<file path="src/hdl/run_lumi_range_filter_unit_defines.svh">
// assertion macros shared by the run/lumi range filter rtl
`ifndef RUN_LUMI_RANGE_FILTER_UNIT_DEFINES_SVH
`define RUN_LUMI_RANGE_FILTER_UNIT_DEFINES_SVH

// clocked check, disabled while reset is asserted
`define RLRF_ASSERT(lbl, prop, msg) \
	lbl: assert property (@(posedge clk) disable iff (!arst_n) prop) else $error(msg);

// clocked check that also holds during reset
`define RLRF_ASSERT_ALWAYS(lbl, prop, msg) \
	lbl: assert property (@(posedge clk) prop) else $error(msg);

`endif

</file>
<file path="src/hdl/rlrf_ram.sv">
// generic single write port ram with one registered read port
module rlrf_ram #(
	parameter int WIDTH = 8,
	parameter int DEPTH = 16
) (
	input logic clk,
	input logic we,
	input logic [((DEPTH > 1) ? $clog2(DEPTH) : 1)-1:0] waddr,
	input logic [WIDTH-1:0] wdata,
	input logic re,
	input logic [((DEPTH > 1) ? $clog2(DEPTH) : 1)-1:0] raddr,
	output logic [WIDTH-1:0] rdata
);

	logic [WIDTH-1:0] mem [DEPTH];

	always_ff @(posedge clk) begin
		if (we) begin
			mem[waddr] <= wdata;
		end
		if (re) begin
			rdata <= mem[raddr];
		end
	end

endmodule

</file>
<file path="config.mk">
export PLATFORM = sky130hd
export DESIGN_NAME = rlrf_ram
export DESIGN_NICKNAME = d
export VERILOG_FILES = /design/src/hdl/run_lumi_range_filter_unit_defines.svh /design/src/hdl/rlrf_ram.sv
export SDC_FILE = /design/constraint.sdc
export NUM_CORES = 1
export LEC_CHECK = 0
export BUFFER_PORTS_ARGS = -buffer_cell sky130_fd_sc_hd__buf_2
export CORE_ASPECT_RATIO = 1.5
export CORE_UTILIZATION = 50
export CTS_CLUSTER_DIAMETER = 50
export DETAILED_ROUTE_END_ITERATION = 8
export GPL_TIMING_DRIVEN = 0
export PLACE_DENSITY = 0.68
export RECOVER_POWER = 50
export SYNTH_ARGS = -nofsm -noshare
export SYNTH_HDL_FRONTEND = slang
export SYNTH_SLANG_ARGS = --single-unit
export TNS_END_PERCENT = 50
</file>
<file path="constraint.sdc">
create_clock -name clk -period 5.12 [get_ports clk]
set_input_delay 1.024 -clock clk [delete_from_list [all_inputs] [get_ports clk]]
set_output_delay 1.024 -clock clk [all_outputs]
set_load 0.03 [all_outputs]
</file>
* Word-level counts from Yosys, hierarchy flattened
Memory sizes are Yosys's and may differ from the RTL's. A register that Yosys moved wholly into a read port is not among the register bits.
Cells that the tools add are included.
** Cells by class
- Muxes and demuxes :: 2
** Operators with widths (number)
- $mux W1 :: 2
** Storage, ports and cells
- Output and inout bits :: 8
- Memories :: 1
- Register bits :: 0
- Bits of input ports :: 19
- Bits in writable memories :: 128
- Word-level logic and storage cells :: 3
** Memories
- mem :: words 16, bits a word 8, rd ports 1, clocked after Yosys merged registers in 1, write ports 1, RTL line rlrf_ram.sv:15 : logic [WIDTH-1:0] mem [DEPTH];

* Depth between registers and ports, before layout
Gate-level depths: netlist (run 1).
- Depth in word-level cells :: 2
- Gate-level depth with buffers :: 5
- Gate-level depth less buffers :: 3

* Least setup slack after synthesis (run 1)
OpenSTA, ideal clock, no wires.
- Path type :: input port to flip-flop
- Start point :: input waddr[2] (netlist bit)
- End point :: memory mem[0][0], enable pin
- Path slack :: 2.603 ns
- Path buffers :: 0
- Required time :: 4.737 ns
- Arrival :: 2.134 ns
- Setup time :: 0.383 ns
- Stages on the path :: 2
- Cells stage by stage :: or3b_2 > nor3_1
** RTL lines
- start, declared :: RTL line rlrf_ram.sv:8 : input logic [((DEPTH > 1) ? $clog2(DEPTH) : 1)-1:0] waddr,
- end, declared :: RTL line rlrf_ram.sv:15
Straight into the memory's write port.

* Worst setup path in the final report (run 1)
- Start point :: input waddr[2] (netlist bit)
- End point :: memory mem[8][1], enable pin
Straight into the memory's write port.

==> results of run 1 <==
## cell usage after synthesis (all sizes together)
master,count,share of area [%]
a22oi,16,2.3
and2,1,0.12
and2b,1,0.14
buf,7,1.1
clkdlybuf4s25,3,0.57
edfxtp,136,78
mux4,32,15
nand2,9,0.65
nand2b,2,0.24
nand3,1,0.096
nand3b,2,0.29
nor2,13,0.93
nor2b,1,0.12
nor3,4,0.38
or3b,1,0.17
## placed cells by master (no fill, tap or decap), types with 2 or more instances in the layout
cell	count
a22oi_1	16
buf_2	18
buf_6	3
bufinv_16	3
clkbuf_1	10
clkbuf_16	17
clkdlybuf4s25_2	3
clkinv_1	2
clkinv_2	6
clkinvlp_4	3
edfxtp_1	136
mux4_1	14
mux4_2	18
nand2_1	9
nand2b_1	2
nand3b_1	2
nor2_1	13
nor3_1	3
## per-stage QoR
stage,instance area (µm²),worst slack (ns),std cells,util [%]
after CTS,6080,2.43,403,60.0
final,6080,2.78,403,60.0
after detailed placement,5500,2.02,371,54.3
after global routing,6080,2.71,403,60.0
after global placement,5500,2.06,371,54.3
after floorplan,5230,2.60,229,-
## final cells by class
cell class,count,share of cell area [%]
flip-flops and latches,136,67.2
multi-input cells,83,17.5
clock buffers,17,7.00
clock inverters,15,2.62
well taps,117,2.41
repair buffers,25,1.85
plain buffers,10,1.42
## sequential cells by signal, summed over array words and instances, names as in the netlist
name	flops
mem	128
rdata	8
## power groups by stage
stage	clock network [W]	logic [W]	registers [W]
after detailed placement	0	0.000129	0.00128
final	0.00119	0.000127	0.00126
after global routing	0.00126	0.000135	0.00126
after global placement	0	0.000126	0.00128
after floorplan	0	0.0000633	0.00129
after CTS	0.00120	0.000130	0.00126
## logic make-up (layout without fill, tap and decap cells)
logic type	Yosys count	in the layout	synth area share (%)
compound gates	16	16	2.30
buf+inv	10	67	1.65
flops	136	136	78.1
mux	32	32	14.8
simple gates	35	35	3.14
## worst max path at each step
stage	from	to	slack, ns	cells after the start
2_1_floorplan	waddr[2]	mem[0][0]	2.60	2
3_3_place_gp	waddr[2]	mem[0][1]	2.06	3
3_5_place_dp	waddr[2]	mem[0][1]	2.02	3
4_1_cts	waddr[2]	mem[0][6]	2.43	3
5_1_grt	waddr[3]	mem[4][2]	2.71	3
6_report	waddr[2]	mem[8][1]	2.78	3
## worst reg2reg max path, cell delays in order (launching register included)
cell and delay [ns]:
edfxtp_1 0.36, mux4_1 0.58, a22oi_1 0.33, nand2_1 0.09
## layer usage
layer  track usage [%]  up-vias
met3              6.01       15
met2              32.7       87
met5                 0        -
met4              10.1        0
li1                  -     1070
met1              25.1     1256
==> results_dict.tcl, run 1 <==
set metrics [dict create \
    status "finished clean" \
    cts_tree "built" \
    vias 2428 \
    ioPinCount 27 \
    wl_met3_um 474 \
    netlist_area_um2 5230 \
    routed-wl-met2_um 5360 \
    maxCapViolCount 0 \
    cp.required_ns 5.14 \
    drc_errors 0 \
    p_int_w 0.00206 \
    cp_cell_sequence "buf_2 -> nand3b_1 -> nor3_1" \
    hold_end "rdata[1]" \
    ff2ff_path_depth 3 \
    dr.pass1.iters 5 \
    cts_num_sinks 136 \
    totalWireLength_um 9880 \
    dieArea_um2 10900 \
    crit_arrival_ns 2.36 \
    max_stage_delay_ns 0.99 \
    finalHoldViolations 0 \
    fillers 740 \
    seq_power_share_pct 48.8 \
    hold_path_class "reg -> reg" \
    slew_headroom_pct 14.0 \
    vias_per_cell 6.02 \
    core-area_um2 10100 \
    critPathKind "in -> reg" \
    holdWs_ns 0.752 \
    antenna_left 0 \
    p_per_area_nw_per_um2 425 \
    drive_above_1_share_pct 26.2 \
    synth_cells 229 \
    syn_to_final_growth_pct 16.2 \
    wl_per_cell_um 24.5 \
    crit_family "simple AND/OR/NAND/NOR gates" \
    track_usage_pct 20.3 \
    finalPower_w 0.00258 \
    root_buffer "clkbuf_16" \
    wl_met1_um 3780 \
    p_sw_share_pct 20.2 \
    start_kind "primary input" \
    reg2reg_slack_ns 3.51 \
    antenna_cells 0 \
    dpl.hpwl_um 6290 \
    drv_slew 0 \
    ff_latch_area_um2 4080 \
    clk_pin_slew_ns 0.06 \
    clk-insertion-delay-late_ns 0.41 \
    grt_pass1_wl_um 14700 \
    max_freq_ghz 0.428 \
    ys_seq_elements 136 \
    power.leakage_nw 2.01 \
    die_w_um 85.5 \
    rr_startpoint "mem[2][1]" \
    drtIter0Drc 168 \
    period_share_pct 45.6 \
    gp_congestion 0.823 \
    path_buf_inv 1 \
    overflow 0 \
    min_period_ns 2.34 \
    fin_nets 292 \
    avgSynthCellArea_um2 22.8 \
    initial_core_util_pct 51.6 \
    antenna_found_initial 0 \
    ir_drop_v 0.000282 \
    multi_input_area_um2 1060 \
    synth_cell_type_count 18 \
    syn-num-nets 248 \
    tightest_slew_ns 1.28 \
    min_path_cells 3 \
    skew_ns 0.00435 \
    cts.repair.resized 0 \
    endpoint_kind "flip-flop" \
    yosysWarnings 0 \
    synth_seq_area_share_pct 78.1 \
    reg2reg_to "rdata[1]" \
    die_h_um 127 \
    cts_inserted_buffers 17 \
    p_comb_share_pct 4.9 \
    h-tree-depth 4 \
    setup_tns_ns 0 \
    switching_power_w 0.000522 \
    grt_max_degree 17 \
    dr.max_layer_used "met4" \
    crit_path_max_fanout 8 \
    finalSetupViolCount 0 \
    p_clk_share_pct 46.2 \
    grt_pass1_vias 2512 \
    rsz0062_at_grt "no" \
    rows 45 \
    io_buffers 25 \
    clockBufferDepth 2 \
    slowest_stage "nor3_1" \
    ctsHoldBuffers 0 \
    cts_setup_buffers 0 \
    min-delay-start "mem[12][1]" \
]
(Power assumes the default switching activity.)
==> run 2: changes to the inputs <==
--- a/config.mk
+++ b/config.mk
@@ -11,7 +11,7 @@
 export CTS_CLUSTER_DIAMETER = 50
 export DETAILED_ROUTE_END_ITERATION = 8
 export GPL_TIMING_DRIVEN = 0
-export PLACE_DENSITY = 0.68
+export PLACE_DENSITY = 0.71
 export RECOVER_POWER = 50
 export SYNTH_ARGS = -nofsm -noshare
 export SYNTH_HDL_FRONTEND = slang
==> constraint.sdc (replaced) <==
create_clock -name clk -period 1.9 [get_ports clk]
set_input_delay 0.38 -clock clk [delete_from_list [all_inputs] [get_ports clk]]
set_output_delay 0.38 -clock clk [all_outputs]
set_load 0.03 [all_outputs]
==> results_dict.tcl, run 2 (synthesis results as in run 1) <==
set metrics [dict create \
    overflow 0 \
    vias 2434 \
    crit_arrival_ns 1.72 \
    grt_pass1_wl_um 14600 \
    ctsHoldBuffers 0 \
    antenna_cells 0 \
    dieArea_um2 10900 \
    maxCapViolCount 0 \
    hold_path_class "in -> reg" \
    gr-usage-met3_pct 5.88 \
    dr.pass1.iters 4 \
    reg2reg_slack_ns 0.35 \
    dpl_cell_area_um2 5500 \
    drv_slew 0 \
    cp.required_ns 1.92 \
    drive_above_1_share_pct 24.6 \
    largest_reg_flops 128 \
    clockBufferDepth 2 \
    die_h_um 127 \
    hold_end "rdata[1]" \
    start_kind "primary input" \
    layout_common_cells "136 x edfxtp_1, 18 x buf_2, 18 x mux4_2" \
    initial_core_util_pct 51.6 \
    ioPinCount 27 \
    cts_tree "built" \
    rr_startpoint "mem[2][1]" \
    crit_path_max_fanout 8 \
    largest-register "mem" \
    rsz0062_at_grt "no" \
    io_buffers 25 \
    instances_no_fill 402 \
    track_usage_pct 20.2 \
    wl_per_cell_um 24.7 \
    totalWireLength_um 9930 \
    period_share_pct 89.6 \
    dp.cells 371 \
    core-area_um2 10100 \
    final_cell_area_um2 6030 \
    clk-insertion-delay-late_ns 0.41 \
    status "finished clean" \
    max_freq_ghz 0.588 \
    p_per_area_nw_per_um2 1120 \
    skew_ns 0.00570 \
    mostFrequentLayoutCell "edfxtp_1" \
    endpoint_kind "flip-flop" \
    drc_errors 0 \
    grt_util_met2_pct 33.0 \
    antenna_found_initial 0 \
    drtIter0Drc 173 \
    slew_headroom_pct 14.9 \
    syn_to_final_growth_pct 15.4 \
    rows 45 \
    vias_per_cell 6.05 \
    gp_congestion 0.827 \
    biggestRegsByFlops "mem: 128 flops, rdata: 8 flops" \
    cts_num_sinks 136 \
    fin_nets 292 \
    finalSetupViolCount 0 \
    critPathKind "in -> reg" \
    tightest_slew_ns 1.27 \
    ff2ff_path_depth 3 \
    min_path_cells 1 \
    clk_pin_slew_ns 0.05 \
    finalHoldViolations 0 \
    dpl.hpwl_um 6280 \
    ir_drop_v 0.000657 \
    min-delay-start "re" \
    min_period_ns 1.70 \
    die_w_um 85.5 \
    h-tree-depth 4 \
    power.leakage_nw 1.99 \
    busiest_layer "met2" \
    grt_pass1_vias 2446 \
    grtUsageMet1_pct 24.6 \
    reg2reg_to "rdata[1]" \
    antenna_left 0 \
    grt_max_degree 17 \
    cts_inserted_buffers 17 \
    root_buffer "clkbuf_16" \
]
## run 2: cell types whose count changed in the layout (fill, tap and decap cells not counted)
cell        change
clkinv_1        +2
bufinv_16       -1
clkinv_2        -2
clkinvlp_4      -1
clkbuf_1        +2
inv_6           -1
## run 2: how the worst max path moves through the flow
stage	start	end	slack, ns	depth (start not counted)
after floorplan	waddr[2]	mem[0][0]	0.03	2
after global placement	waddr[2]	mem[0][1]	-0.51	3
after detailed placement	waddr[2]	mem[0][3]	-0.52	3
after CTS	waddr[2]	mem[8][1]	0.17	3
after global routing	waddr[2]	mem[8][1]	0.06	3
final	waddr[2]	mem[8][7]	0.20	3
## run 2: layout make-up
type                            instances  area [µm²]
Buffer                                 10        86.3
Tap cell                              117         146
Timing Repair Buffer                   25         113
Multi-Input combinational cell         83        1060
Fill cell                             745        4100
Sequential cell                       136        4080
Clock inverter                         12         110
Clock buffer                           19         433
## run 2: stage by stage
step | power [W] | setup WS [ns] | util (%) | hold WS, ns | TNS, ns
after detailed placement | 0.00380 | -0.516 | 54.3 | 0.726 | -13.99
after global placement | 0.00379 | -0.506 | 54.3 | 0.711 | -12.81
after CTS | 0.00678 | 0.166 | 59.7 | 0.291 | 0
after global routing | 0.00691 | 0.0610 | 59.5 | 0.384 | 0
final | 0.00674 | 0.198 | 59.5 | 0.382 | 0
after floorplan | 0.00366 | 0.0271 | - | 0.479 | 0
## run 2: metal layers
metal / part of all wire [%] / vias up
met5: 0 / -
met4: 2.0 / 0
met3: 7.1 / 10
met2: 53 / 110
met1: 38 / 1246
li1: - / 1068
## run 2: report_power, final
part / leakage, nW / internal (W) / switching [W]
logic: 0.491 / 0.000127 / 0.000212
clock network: 0.262 / 0.00189 / 0.00111
registers: 1.24 / 0.00338 / 0.0000150
## run 2: worst max-delay path, cell delays in order
cell and delay (ns):
buf_2 0.11, nand3b_1 0.23, nor3_1 1.00
## run 2: repair_timing
action | in CTS | in global routing
hold endpoints to repair | 0 | 0
resized for setup | 1 | 0
buffers inserted | 0 | 0
setup endpoints to repair | 8 | 0
==> run 3: changes to the inputs <==
--- a/config.mk
+++ b/config.mk
@@ -5,8 +5,9 @@
 export SDC_FILE = /design/constraint.sdc
 export NUM_CORES = 1
 export LEC_CHECK = 0
-export BUFFER_PORTS_ARGS = -buffer_cell sky130_fd_sc_hd__buf_2
+export BUFFER_PORTS_ARGS = -buffer_cell sky130_fd_sc_hd__clkbuf_2
 export CORE_ASPECT_RATIO = 1.5
+export CORE_MARGIN = 2
 export CORE_UTILIZATION = 50
 export CTS_CLUSTER_DIAMETER = 50
 export DETAILED_ROUTE_END_ITERATION = 8
==> results_dict.tcl, run 3 (synthesis results as in run 1) <==
set metrics [dict create \
    status "finished clean" \
    vias_per_cell 5.93 \
    crit_start "waddr[3]" \
    slew_headroom_pct 20.8 \
    maxCapViolCount 0 \
    start_kind "primary input" \
    reg2reg_to "rdata[1]" \
    antenna_found_initial 0 \
    dp.cells 371 \
    grt_max_degree 17 \
    skew_ns 0.00771 \
    grtUsageMet1_pct 24.6 \
    ir_drop_v 0.000719 \
    totalWireLength_um 9810 \
    clk_pin_slew_ns 0.06 \
    period_share_pct 87.2 \
    rows 45 \
    cts_setup_buffers 0 \
    rr_startpoint "mem[1][1]" \
    largest-register "mem" \
    ff2ff_path_depth 3 \
    hold_path_class "in -> reg" \
    wl_per_cell_um 24.3 \
    die_w_um 87.5 \
    gr-usage-met3_pct 5.54 \
    dpl.hpwl_um 6190 \
    core-area_um2 10100 \
    drtIter0Drc 145 \
    ctsHoldBuffers 0 \
    clk-insertion-delay-late_ns 0.41 \
    antenna_left 0 \
    gp_congestion 0.815 \
    critPathKind "in -> reg" \
    min_period_ns 1.66 \
    finalHoldViolations 0 \
    root_buffer "clkbuf_16" \
    grt_pass1_wl_um 14600 \
    vias 2397 \
    rsz0062_at_grt "no" \
    cts.repair.resized 1 \
    dr.pass1.iters 4 \
    drv_slew 0 \
    die_h_um 129 \
    finalPower_w 0.00664 \
    cts_num_sinks 136 \
    io_buffers 25 \
    crit_end "mem[4][2]" \
    cp.required_ns 1.93 \
    ioPinCount 27 \
    drive_above_1_share_pct 24.0 \
    syn_to_final_growth_pct 15.1 \
    max_freq_ghz 0.603 \
    overflow 0 \
    cts_tree "built" \
    tightest_slew_ns 1.18 \
    holdWs_ns 0.383 \
    h-tree-depth 4 \
    finalSetupViolCount 0 \
    power.leakage_nw 1.99 \
    fin_nets 293 \
    track_usage_pct 19.1 \
    p_per_area_nw_per_um2 1100 \
    grt_pass1_vias 2445 \
    layout_common_cells "136 x edfxtp_1, 18 x mux4_2, 17 x clkbuf_16" \
    min_path_cells 1 \
    crit_path_max_fanout 8 \
    clockBufferDepth 2 \
    dieArea_um2 11300 \
    endpoint_kind "flip-flop" \
    grt_util_met2_pct 30.1 \
    initial_core_util_pct 51.6 \
    biggestRegsByFlops "mem: 128 flops, rdata: 8 flops" \
    post-route-util_pct 59.4 \
    antenna_cells 0 \
    drc_errors 0 \
    crit_arrival_ns 1.68 \
    instances_no_fill 404 \
    reg2reg_slack_ns 0.31 \
    busiest_layer "met2" \
    mostFrequentLayoutCell "edfxtp_1" \
    largest_reg_flops 128 \
    cts_inserted_buffers 17 \
    fillers 727 \
]
run 3: final cells by class:
type | count | area (µm²) | share of cell area (%)
buffer | 10 | 86.3 | 1.43
clock buffer | 21 | 440 | 7.32
clock inverter | 11 | 82.6 | 1.37
multi-input combinational | 83 | 1060 | 17.7
sequential | 136 | 4080 | 67.9
tap | 117 | 146 | 2.43
timing repair buffer | 26 | 115 | 1.91
run 3: per-layer routing:
| layer | share of wire (%) | wire length [µm] |
|---|---|---|
| met5 | 0 | 0 |
| met4 | 2.5 | 248 |
| met3 | 5.1 | 504 |
| met2 | 52 | 5060 |
| met1 | 41 | 4010 |
run 3: power by group:
part	internal (W)	switching, W	total (W)	leakage [nW]
Clock	0.00177	0.00113	0.00290	0.257
Sequential	0.00338	0.0000144	0.00340	1.24
Combinational	0.000126	0.000214	0.000341	0.493
run 3: critical path, stage by stage:
cell	delay [ns]
clkbuf_1	0.11
nand3b_1	0.26
nor3_1	0.94
run 3: metrics by stage:
| stage | TNS, ns | worst slack, ns | area, µm² |
|---|---|---|---|
| 4_1_cts | 0 | 0.135 | 6030 |
| 3_5_place_dp | -13.97 | -0.610 | 5500 |
| 5_1_grt | 0 | 0.0816 | 6020 |
| 2_1_floorplan | 0 | 0.0271 | 5230 |
| 6_report | 0 | 0.243 | 6020 |
| 3_3_place_gp | -12.99 | -0.533 | 5500 |
run 3: worst min path at each step:
stage	startpoint	end
after floorplan	wdata[0]	mem[0][0]
after CTS	re	rdata[3]
after global placement	re	rdata[3]
after global routing	re	rdata[3]
final	re	rdata[3]
after detailed placement	re	rdata[3]
